==> src/design/arp_pkg.sv <==
// Shared constants, codes and types of the ARP cache block.
// No dependencies; every other file of the block except arp_ifs imports this package.
package arp_pkg;

   localparam int TABLE_ENTRIES = 32;
   localparam int IDX_W = (TABLE_ENTRIES > 1) ? $clog2(TABLE_ENTRIES) : 1;
   localparam int CNT_W = $clog2(TABLE_ENTRIES + 1);

   localparam int MIN_FRAME_BYTES = 42;
   localparam logic [15:0] OP_REQUEST = 16'd1;

   localparam logic MODE_PACKET = 1'b0;
   localparam logic MODE_LOOKUP = 1'b1;

   localparam logic [1:0] ST_OK    = 2'd0;
   localparam logic [1:0] ST_SHORT = 2'd1;
   localparam logic [1:0] ST_MISS  = 2'd2;

   localparam int CSR_IDX_W = 2;
   localparam logic [CSR_IDX_W-1:0] CSR_OWN_IP  = 2'd0;
   localparam logic [CSR_IDX_W-1:0] CSR_OWN_MAC = 2'd1;

   typedef struct packed {
      logic        mode;
      logic [10:0] frame_length;
      logic [15:0] arp_opcode;
      logic [31:0] src_ip;
      logic [47:0] src_mac;
      logic [31:0] tgt_ip;
      logic [31:0] lookup_ip;
   } req_type;

   typedef struct packed {
      logic [1:0]  status;
      logic        send_reply;
      logic [47:0] reply_dest_mac;
      logic [31:0] reply_dest_ip;
      logic [47:0] found_mac;
   } rsp_type;

   typedef struct packed {
      logic             en;
      logic [IDX_W-1:0] addr;
      logic [31:0]      ip;
      logic [47:0]      mac;
   } tbl_wr_type;

endpackage

==> src/design/arp_ifs.sv <==
// Valid/ready channel interfaces for the request and response items.
// Depends on nothing; the field widths follow the block's item layout.
interface arp_req_if;
   logic        valid;
   logic        ready;
   logic        mode;
   logic [10:0] frame_length;
   logic [15:0] arp_opcode;
   logic [31:0] src_ip;
   logic [47:0] src_mac;
   logic [31:0] tgt_ip;
   logic [31:0] lookup_ip;

   modport source (output valid, mode, frame_length, arp_opcode, src_ip, src_mac,
                   tgt_ip, lookup_ip, input ready);
   modport sink (input valid, mode, frame_length, arp_opcode, src_ip, src_mac,
                 tgt_ip, lookup_ip, output ready);
endinterface

interface arp_rsp_if;
   logic        valid;
   logic        ready;
   logic [1:0]  status;
   logic        send_reply;
   logic [47:0] reply_dest_mac;
   logic [31:0] reply_dest_ip;
   logic [47:0] found_mac;

   modport source (output valid, status, send_reply, reply_dest_mac, reply_dest_ip,
                   found_mac, input ready);
   modport sink (input valid, status, send_reply, reply_dest_mac, reply_dest_ip,
                 found_mac, output ready);
endinterface

==> src/design/arp_cache_learn_and_reply.sv <==
// Top level of the ARP cache with reply decision.
// Depends on arp_pkg, arp_ifs (channel interfaces) and arp_ctrl.
//
// The block keeps a table of up to TABLE_ENTRIES sender IP/MAC pairs learned from
// received ARP packets and answers cache lookups. A packet item (mode 0) shorter than
// 42 bytes is rejected with status 1 and changes nothing. Otherwise the sender IP is
// searched; a known sender has its MAC refreshed, a new one is appended while there is
// room, and a full table ignores new senders since nothing is ever evicted. A request
// whose target IP equals own_ip raises send_reply with the requester's MAC and IP; the
// reply frame itself is built elsewhere, which is also where own_mac is consumed, so
// this block takes writes to that register without storing it. A lookup item (mode 1)
// returns the cached MAC with status 0, or status 2 on a miss. Each item gives exactly
// one response item. Items are handled one at a time: the table has a single read
// port and the search reads one entry per cycle through one comparator, stopping at
// the first matching entry or after all filled entries have been read; a short frame
// skips the search. A finished response sits in an output register, so the next
// item may be taken while it waits for the sink; if that register is still occupied
// when the next response is ready, the item holds in its last cycle until the sink
// takes the older one. The table needs no clearing after reset: a fill count marks
// which entries are valid.
module arp_cache_learn_and_reply
   import arp_pkg::*;
(
   input  logic                 clock,
   input  logic                 reset,
   arp_req_if.sink              req,
   arp_rsp_if.source            rsp,
   input  logic                 csr_we,
   input  logic [CSR_IDX_W-1:0] csr_index,
   input  logic [47:0]          csr_wdata
);

   logic [31:0] own_ip_ff;
   req_type     req_item;
   rsp_type     rsp_item;

   // Only own_ip is held here; writes to own_mac and to unknown indexes are dropped.
   always_ff @(posedge clock) begin
      if (reset) begin
         own_ip_ff <= '0;
      end else if (csr_we && (csr_index == CSR_OWN_IP)) begin
         own_ip_ff <= csr_wdata[31:0];
      end
   end

   assign req_item.mode         = req.mode;
   assign req_item.frame_length = req.frame_length;
   assign req_item.arp_opcode   = req.arp_opcode;
   assign req_item.src_ip       = req.src_ip;
   assign req_item.src_mac      = req.src_mac;
   assign req_item.tgt_ip       = req.tgt_ip;
   assign req_item.lookup_ip    = req.lookup_ip;

   arp_ctrl u_ctrl (
      .clock     (clock),
      .reset     (reset),
      .req_valid (req.valid),
      .req_ready (req.ready),
      .req_item  (req_item),
      .rsp_valid (rsp.valid),
      .rsp_ready (rsp.ready),
      .rsp_item  (rsp_item),
      .own_ip    (own_ip_ff)
   );

   assign rsp.status         = rsp_item.status;
   assign rsp.send_reply     = rsp_item.send_reply;
   assign rsp.reply_dest_mac = rsp_item.reply_dest_mac;
   assign rsp.reply_dest_ip  = rsp_item.reply_dest_ip;
   assign rsp.found_mac      = rsp_item.found_mac;

   // An own_mac write is recognized but has no effect inside this block.
   a_own_ip_hold: assert property (@(posedge clock) disable iff (reset)
      csr_we && (csr_index == CSR_OWN_MAC) |=> $stable(own_ip_ff))
      else $error("own_mac write disturbed own_ip");

   a_own_ip_load: assert property (@(posedge clock) disable iff (reset)
      csr_we && (csr_index == CSR_OWN_IP) |=> own_ip_ff == $past(csr_wdata[31:0]))
      else $error("own_ip write lost");

   a_idle_out: assert property (@(posedge clock) disable iff (reset)
      $rose(rsp.valid) |-> $past(!req.ready))
      else $error("response posted without an item in progress");

endmodule

==> src/design/arp_table.sv <==
// IP/MAC entry memory of the ARP cache: one write port, one registered read port.
// Depends on arp_pkg.
module arp_entry_mem
   import arp_pkg::*;
(
   input  logic             clock,
   input  tbl_wr_type       wr,
   input  logic [IDX_W-1:0] rd_addr,
   output logic [31:0]      rd_ip,
   output logic [47:0]      rd_mac
);

   logic [31:0] ip_mem [TABLE_ENTRIES];
   logic [47:0] mac_mem [TABLE_ENTRIES];

   always_ff @(posedge clock) begin
      if (wr.en) begin
         ip_mem[wr.addr]  <= wr.ip;
         mac_mem[wr.addr] <= wr.mac;
      end
      rd_ip  <= ip_mem[rd_addr];
      rd_mac <= mac_mem[rd_addr];
   end

endmodule

==> src/design/arp_ctrl.sv <==
// Sequencer of the ARP cache: scans the table with one shared comparator,
// updates it and builds the response. Depends on arp_pkg and arp_entry_mem.
module arp_ctrl
   import arp_pkg::*;
(
   input  logic        clock,
   input  logic        reset,
   input  logic        req_valid,
   output logic        req_ready,
   input  req_type     req_item,
   output logic        rsp_valid,
   input  logic        rsp_ready,
   output rsp_type     rsp_item,
   input  logic [31:0] own_ip
);

   typedef enum logic [1:0] {S_IDLE, S_SEARCH, S_DONE} state_type;

   state_type        state_ff, state_in;
   req_type          item_ff, item_in;
   logic [CNT_W-1:0] count_ff, count_in;
   logic [CNT_W-1:0] rd_idx_ff, rd_idx_in;
   logic             pend_vld_ff, pend_vld_in;
   logic [IDX_W-1:0] pend_idx_ff, pend_idx_in;
   logic [1:0]       status_ff, status_in;
   logic [47:0]      found_ff, found_in;
   logic             out_vld_ff, out_vld_in;
   rsp_type          out_ff, out_in;

   tbl_wr_type       tbl_wr;
   logic [31:0]      rd_ip;
   logic [47:0]      rd_mac;
   logic [31:0]      key;
   logic             issue;
   logic             hit;
   logic             miss;
   logic             reply;

   arp_entry_mem u_table (
      .clock   (clock),
      .wr      (tbl_wr),
      .rd_addr (rd_idx_ff[IDX_W-1:0]),
      .rd_ip   (rd_ip),
      .rd_mac  (rd_mac)
   );

   assign req_ready = (state_ff == S_IDLE);
   assign rsp_valid = out_vld_ff;
   assign rsp_item  = out_ff;

   always_comb begin
      key   = (item_ff.mode == MODE_LOOKUP) ? item_ff.lookup_ip : item_ff.src_ip;
      issue = (rd_idx_ff < count_ff);
      hit   = pend_vld_ff && (rd_ip == key);
      miss  = !pend_vld_ff && !issue;
      reply = (item_ff.mode == MODE_PACKET) && (status_ff == ST_OK)
              && (item_ff.arp_opcode == OP_REQUEST) && (item_ff.tgt_ip == own_ip);

      state_in    = state_ff;
      item_in     = item_ff;
      count_in    = count_ff;
      rd_idx_in   = rd_idx_ff;
      pend_vld_in = pend_vld_ff;
      pend_idx_in = pend_idx_ff;
      status_in   = status_ff;
      found_in    = found_ff;
      out_vld_in  = out_vld_ff && !rsp_ready;
      out_in      = out_ff;
      tbl_wr.en   = 1'b0;
      tbl_wr.addr = pend_idx_ff;
      tbl_wr.ip   = item_ff.src_ip;
      tbl_wr.mac  = item_ff.src_mac;

      case (state_ff)
         S_IDLE: begin
            if (req_valid) begin
               item_in     = req_item;
               rd_idx_in   = '0;
               pend_vld_in = 1'b0;
               status_in   = ST_OK;
               found_in    = '0;
               if ((req_item.mode == MODE_PACKET)
                   && (req_item.frame_length < 11'(MIN_FRAME_BYTES))) begin
                  status_in = ST_SHORT;
                  state_in  = S_DONE;
               end else begin
                  state_in = S_SEARCH;
               end
            end
         end
         S_SEARCH: begin
            if (hit || miss) begin
               state_in = S_DONE;
               if (item_ff.mode == MODE_LOOKUP) begin
                  if (hit) begin
                     found_in = rd_mac;
                  end else begin
                     status_in = ST_MISS;
                  end
               end else if (hit) begin
                  tbl_wr.en = 1'b1;
               end else if (count_ff < CNT_W'(TABLE_ENTRIES)) begin
                  // Append the new sender in the first free slot.
                  tbl_wr.en   = 1'b1;
                  tbl_wr.addr = count_ff[IDX_W-1:0];
                  count_in    = count_ff + 1'b1;
               end
            end else begin
               rd_idx_in   = rd_idx_ff + CNT_W'(issue);
               pend_vld_in = issue;
               pend_idx_in = rd_idx_ff[IDX_W-1:0];
            end
         end
         S_DONE: begin
            if (!out_vld_ff || rsp_ready) begin
               out_vld_in            = 1'b1;
               out_in.status         = status_ff;
               out_in.send_reply     = reply;
               out_in.reply_dest_mac = reply ? item_ff.src_mac : 48'd0;
               out_in.reply_dest_ip  = reply ? item_ff.src_ip : 32'd0;
               out_in.found_mac      = found_ff;
               state_in              = S_IDLE;
            end
         end
         default: begin
            state_in = S_IDLE;
         end
      endcase
   end

   always_ff @(posedge clock) begin
      if (reset) begin
         state_ff   <= S_IDLE;
         count_ff   <= '0;
         out_vld_ff <= 1'b0;
      end else begin
         state_ff   <= state_in;
         count_ff   <= count_in;
         out_vld_ff <= out_vld_in;
      end
      item_ff     <= item_in;
      rd_idx_ff   <= rd_idx_in;
      pend_vld_ff <= pend_vld_in;
      pend_idx_ff <= pend_idx_in;
      status_ff   <= status_in;
      found_ff    <= found_in;
      out_ff      <= out_in;
   end

   // The fill count never passes the table size.
   a_count_range: assert property (@(posedge clock) disable iff (reset)
      count_ff <= CNT_W'(TABLE_ENTRIES))
      else $error("entry count beyond table size");

   // A write at the fill position is an append and grows the count by one.
   a_append_count: assert property (@(posedge clock) disable iff (reset)
      tbl_wr.en && (CNT_W'(tbl_wr.addr) == count_ff)
      |=> count_ff == $past(count_ff) + 1'b1)
      else $error("append did not advance entry count");

   // Only a successful packet can ask for a reply.
   a_reply_ok: assert property (@(posedge clock) disable iff (reset)
      out_vld_ff && out_ff.send_reply |-> out_ff.status == ST_OK)
      else $error("reply raised with error status");

   // A search only ever ends in the posting state.
   a_search_idle: assert property (@(posedge clock) disable iff (reset)
      state_ff == S_SEARCH |=> state_ff == S_SEARCH || state_ff == S_DONE)
      else $error("search left without posting a result");

endmodule

==> src/flat_wrapper.sv <==
// flat-port wrapper written by rule: the top's interface ports become plain ports
module arp_cache_learn_and_reply_flat import arp_pkg::*;
  (clock, reset, csr_we, csr_index, csr_wdata, req_valid, req_mode, req_frame_length, req_arp_opcode, req_src_ip, req_src_mac, req_tgt_ip, req_lookup_ip, req_ready, rsp_valid, rsp_status, rsp_send_reply, rsp_reply_dest_mac, rsp_reply_dest_ip, rsp_found_mac, rsp_ready);
  arp_req_if req_i ();
  arp_rsp_if rsp_i ();
  input  logic clock;
  input  logic reset;
  input  logic csr_we;
  input  logic [CSR_IDX_W-1:0] csr_index;
  input  logic [47:0] csr_wdata;
  input wire logic [$bits(req_i.valid)-1:0] req_valid;
  input wire logic [$bits(req_i.mode)-1:0] req_mode;
  input wire logic [$bits(req_i.frame_length)-1:0] req_frame_length;
  input wire logic [$bits(req_i.arp_opcode)-1:0] req_arp_opcode;
  input wire logic [$bits(req_i.src_ip)-1:0] req_src_ip;
  input wire logic [$bits(req_i.src_mac)-1:0] req_src_mac;
  input wire logic [$bits(req_i.tgt_ip)-1:0] req_tgt_ip;
  input wire logic [$bits(req_i.lookup_ip)-1:0] req_lookup_ip;
  output wire logic [$bits(req_i.ready)-1:0] req_ready;
  output wire logic [$bits(rsp_i.valid)-1:0] rsp_valid;
  output wire logic [$bits(rsp_i.status)-1:0] rsp_status;
  output wire logic [$bits(rsp_i.send_reply)-1:0] rsp_send_reply;
  output wire logic [$bits(rsp_i.reply_dest_mac)-1:0] rsp_reply_dest_mac;
  output wire logic [$bits(rsp_i.reply_dest_ip)-1:0] rsp_reply_dest_ip;
  output wire logic [$bits(rsp_i.found_mac)-1:0] rsp_found_mac;
  input wire logic [$bits(rsp_i.ready)-1:0] rsp_ready;
  assign req_i.valid = req_valid;
  assign req_i.mode = req_mode;
  assign req_i.frame_length = req_frame_length;
  assign req_i.arp_opcode = req_arp_opcode;
  assign req_i.src_ip = req_src_ip;
  assign req_i.src_mac = req_src_mac;
  assign req_i.tgt_ip = req_tgt_ip;
  assign req_i.lookup_ip = req_lookup_ip;
  assign req_ready = req_i.ready;
  assign rsp_valid = rsp_i.valid;
  assign rsp_status = rsp_i.status;
  assign rsp_send_reply = rsp_i.send_reply;
  assign rsp_reply_dest_mac = rsp_i.reply_dest_mac;
  assign rsp_reply_dest_ip = rsp_i.reply_dest_ip;
  assign rsp_found_mac = rsp_i.found_mac;
  assign rsp_i.ready = rsp_ready;
  arp_cache_learn_and_reply u_core (.clock(clock), .reset(reset), .req(req_i), .rsp(rsp_i), .csr_we(csr_we), .csr_index(csr_index), .csr_wdata(csr_wdata));
endmodule
==> config.mk <==
export PLATFORM = sky130hd
export DESIGN_NAME = arp_cache_learn_and_reply_flat
export DESIGN_NICKNAME = d
export VERILOG_FILES = /design/src/design/arp_pkg.sv /design/src/design/arp_ifs.sv /design/src/design/arp_cache_learn_and_reply.sv /design/src/design/arp_table.sv /design/src/design/arp_ctrl.sv /design/src/flat_wrapper.sv
export SDC_FILE = /design/constraint.sdc
export NUM_CORES = 2
export LEC_CHECK = 0
export BUFFER_PORTS_ARGS = -buffer_cell sky130_fd_sc_hd__buf_4
export CAP_MARGIN = 40
export CORE_MARGIN = 2
export CORE_UTILIZATION = 43
export DETAILED_ROUTE_END_ITERATION = 16
export HOLD_SLACK_MARGIN = 0.02
export PLACE_DENSITY_LB_ADDON = 0.25
export REMOVE_ABC_BUFFERS = 1
export SETUP_SLACK_MARGIN = 0.02
export SYNTH_ARGS = -nofsm -noshare
export SYNTH_HDL_FRONTEND = slang
export SYNTH_SLANG_ARGS = --single-unit
==> constraint.sdc <==
create_clock -name clock -period 7.88 [get_ports clock]
set_clock_uncertainty 0.05 [all_clocks]
set_input_delay 1.576 -clock clock [delete_from_list [all_inputs] [get_ports clock]]
set_output_delay 1.576 -clock clock [all_outputs]
set_load 0.005 [all_outputs]
==> results.sh <==
export IMPL_setup_worst_path_start="u_core.u_ctrl.state_ff[1]"
export IMPL_cellLeakagePower_uw=0.0422
export IMPL_floorplan_initialDensity_pct=43.2
export IMPL_clock_sinks=3035
export IMPL_tritoncts_num_buffers=334
export IMPL_dp_final_hpwl_mm=138
export IMPL_cts_htree_levels=5
export IMPL_drt_antenna_violating_nets=0
export IMPL_drc=0
export IMPL_synthesis_area_per_instance_um2=24.3
export IMPL_placed_area_um2=122000
export IMPL_hold_violations=0
export IMPL_worst_setup_path_end_kind="register"
export IMPL_detail_route_iter0_violations=6047
export IMPL_netlist_area_leader_share_pct=77.3
export IMPL_routability_congestion=0.760
export IMPL_cts_root_to_sink_buffers=4
export IMPL_netlist_top_cells_count="edfxtp_1 (2914), mux4_2 (800), clkbuf_1 (138), and2_1 (134), dfxtp_1 (121)"
export IMPL_final_nets=5554
export IMPL_final_period_minus_worst_setup_slack_ns=5.24
export IMPL_status="finished, final reports clean"
export IMPL_cp_depth=8
export IMPL_cp_start_kind="register"
export IMPL_worstReg2RegEnd="u_core.u_ctrl.u_table.mac_mem[15][3]"
export IMPL_core_outline_area_um2=262000
export IMPL_die_w_um=517
export IMPL_worst_r2r_path_depth=8
export IMPL_max_vdd_ir_drop_mv=0.243
export IMPL_global_route_wire_length_before_repair_mm=398
export IMPL_timing_worst_setup_path_type="reg2reg"
export IMPL_via_count=52200
export IMPL_timing_final_crit_share_pct=66.4
export IMPL_grt_antenna_before_repair=9
export IMPL_post_cts_resize_count=0
export IMPL_postSynthRegisterBits=3035
export IMPL_setup_ws_ns=2.64
export IMPL_yosysSeqAreaShare_pct=79.5
export IMPL_row_count=188
export IMPL_max_stage_delay_ns=0.95
export IMPL_synth_cell_area_um2=113000
export IMPL_post_route_cell_area_um2=133000
export IMPL_synthTopCellsByArea="edfxtp_1 (77%), mux4_2 (16%), dfxtp_1 (2.1%)"
export IMPL_cp_top_family="simple AND/OR/NAND/NOR gates"
export IMPL_drive_gt1_share_pct=34.7
export IMPL_critical_path_cell_chain="nand2b_1 -> clkinv_2 -> nand2b_1 -> nor3_1 -> and2_1 -> nand3_1 -> a21oi_4 -> buf_12"
export IMPL_p_per_cell_area_nw_per_um2=290
export IMPL_synth_enable_flop_cells=2914
export IMPL_detail_route_first_pass_iterations=5
export IMPL_routed_via_density=5.74
export IMPL_grt_use_total_pct=21.1
export IMPL_slew_viol_final=0
export IMPL_place_port_buffers=342
export IMPL_critPathBufInv=2
export IMPL_synthDistinctLibCells=44
export IMPL_proportion_of_register_bits_with_asynchronous_set_or_reset_after_synthesis_pct=0
export IMPL_regToRegSetupSlack_ns=2.64
export IMPL_fmaxAchievable_mhz=191
export IMPL_area_delta_synth_final_pct=17.5
export IMPL_worst_min_delay_path_class="reg2reg"
export IMPL_grt_overflow=0
export IMPL_clk_insertion_delay_late_ns=0.96
export IMPL_cts_tree="built"
export IMPL_place_ws_ns=2.59
export IMPL_post_layout_total_power_uw=38600
export IMPL_synth_top_flop_cell="edfxtp_1"
export IMPL_clk_transition_reported_paths_ns=0.06
export IMPL_worst_endpoint_required_ns=8.37
export IMPL_cts_repair_timing_setup_buffer_count=0
export IMPL_hold_buffers=0
export IMPL_critical_path_peak_fanout=53
export IMPL_ys_warn_count=0
export IMPL_fin_setup_tns_ns=0
export IMPL_grt_max_degree=141
export IMPL_tightest_slew_ns=1.06
export IMPL_r2r_start="u_core.u_ctrl.state_ff[1]"
export IMPL_die_area_um2=267000
export IMPL_yosysTopAreaCell="edfxtp_1"
export IMPL_grt_pass1_vias=53200
export IMPL_syn_inst=4664
export IMPL_number_of_max_capacitance_violations_reported=0
export IMPL_totalWireLength_mm=284
export IMPL_slew_headroom_pct=29.3
export IMPL_cp_arrival_ns=5.73
export IMPL_ios=360
export IMPL_critical_path_slowest_cell="a21oi_4"
export IMPL_timing_final_setup_violations=0
export IMPL_die_height_um=517
export IMPL_leading_cell_type_by_number_of_instances_after_synthesis="edfxtp_1"
export IMPL_cp_endpoint="u_core.u_ctrl.u_table.mac_mem[15][3]"
export IMPL_path_common_cell="nand2b_1"
export IMPL_clock_root_buffer_master="clkbuf_16"
export IMPL_route_detailed_wl_per_inst_um=31.2
export IMPL_unrepaired_setup_endpoints_after_global_routing="no"
## routing by layer
layer	track usage, %	vias to the layer above	routed length, um
li1	-	21200	-
met1	30.7	28600	121000
met2	33.4	2020	136000
met3	3.42	410	19800
met4	5.18	6	6450
met5	0	-	39
## logic make-up (layout without fill, tap and decap cells)
family | Yosys count | after routing | share of synthesized area [%]
XOR/XNOR | 72 | 72 | 0.557
buffers and inverters | 231 | 1141 | 0.846
multiplexers | 914 | 914 | 17.0
adder cells (fa/ha/maj) | 8 | 8 | 0.0885
AND/OR/NAND/NOR | 307 | 307 | 1.51
flip-flops | 3035 | 3035 | 79.5
other | 0 | 4 | 0
AO/OA/AOI/OAI | 97 | 97 | 0.471
## where the power goes
part           internal [uW]  leakage [uW]  switching, uW
combinational           2500       0.00962           2510
clock                   8730       0.00511           6160
sequential             18400        0.0274            289
## placed cells by master (no fill, tap or decap), types with 32 or more instances in the layout
cell | synthesis | layout
buf_12 | 0 | 52
xor2_1 | 42 | 42
clkbuf_1 | 138 | 82
a21oi_1 | 79 | 46
edfxtp_1 | 2914 | 2914
and2_1 | 134 | 133
dfxtp_1 | 121 | 121
clkbuf_16 | 0 | 347
nand2_1 | 78 | 78
buf_4 | 2 | 438
clkinv_2 | 0 | 66
mux2_2 | 81 | 81
mux2i_1 | 32 | 32
mux4_2 | 800 | 800
clkinv_1 | 0 | 43
a21oi_4 | 0 | 33
buf_16 | 0 | 38
## registers in the layout, summed over array words and instances, names as in the netlist
register / cells
u_core.u_ctrl.u_table.mac_mem: 1536
u_core.u_ctrl.u_table.ip_mem: 1024
u_core.u_ctrl.item_ff: 161
u_core.u_ctrl.rsp_item: 131
u_core.u_ctrl.found_ff: 48
u_core.u_ctrl.u_table.rd_mac: 48
u_core.own_ip_ff: 32
u_core.u_ctrl.u_table.rd_ip: 32
u_core.u_ctrl.count_ff: 6
u_core.u_ctrl.rd_idx_ff: 6
u_core.u_ctrl.pend_idx_ff: 5
u_core.u_ctrl.state_ff: 2
u_core.u_ctrl.status_ff: 2
u_core.u_ctrl.pend_vld_ff: 1
u_core.u_ctrl.rsp_valid: 1
## worst min path at each step
stage                     slack [ns]                        from  cells after the start                          to
after global placement          0.36  u_core.u_ctrl.found_ff[10]                      0  u_core.u_ctrl.rsp_item[10]
after CTS                       0.34  u_core.u_ctrl.found_ff[23]                      0  u_core.u_ctrl.rsp_item[23]
final                           0.34  u_core.u_ctrl.found_ff[23]                      0  u_core.u_ctrl.rsp_item[23]
after detailed placement        0.36  u_core.u_ctrl.found_ff[10]                      0  u_core.u_ctrl.rsp_item[10]
after floorplan                 0.35   u_core.u_ctrl.found_ff[0]                      0   u_core.u_ctrl.rsp_item[0]
after global routing            0.36  u_core.u_ctrl.found_ff[23]                      0  u_core.u_ctrl.rsp_item[23]
## cell type report
type / count / area, um^2
inverter: 9 / 35.0
tap: 3515 / 4400
clock buffer: 441 / 9100
timing repair buffer: 541 / 5610
fill: 20500 / 129000
multi-input combinational: 1398 / 22600
clock inverter: 150 / 1270
sequential: 3035 / 89900
antenna: 4 / 10.0
## per-stage QoR
stage	hold slack (ns)	util [%]	std cells
6_report	0.340	50.7	9093
5_1_grt	0.356	50.7	9089
4_1_cts	0.337	50.6	9078
3_5_place_dp	0.355	46.7	8487
3_3_place_gp	0.357	46.2	8431
2_1_floorplan	0.350	-	4442
Note: power is estimated with default switching activity, not from simulation.
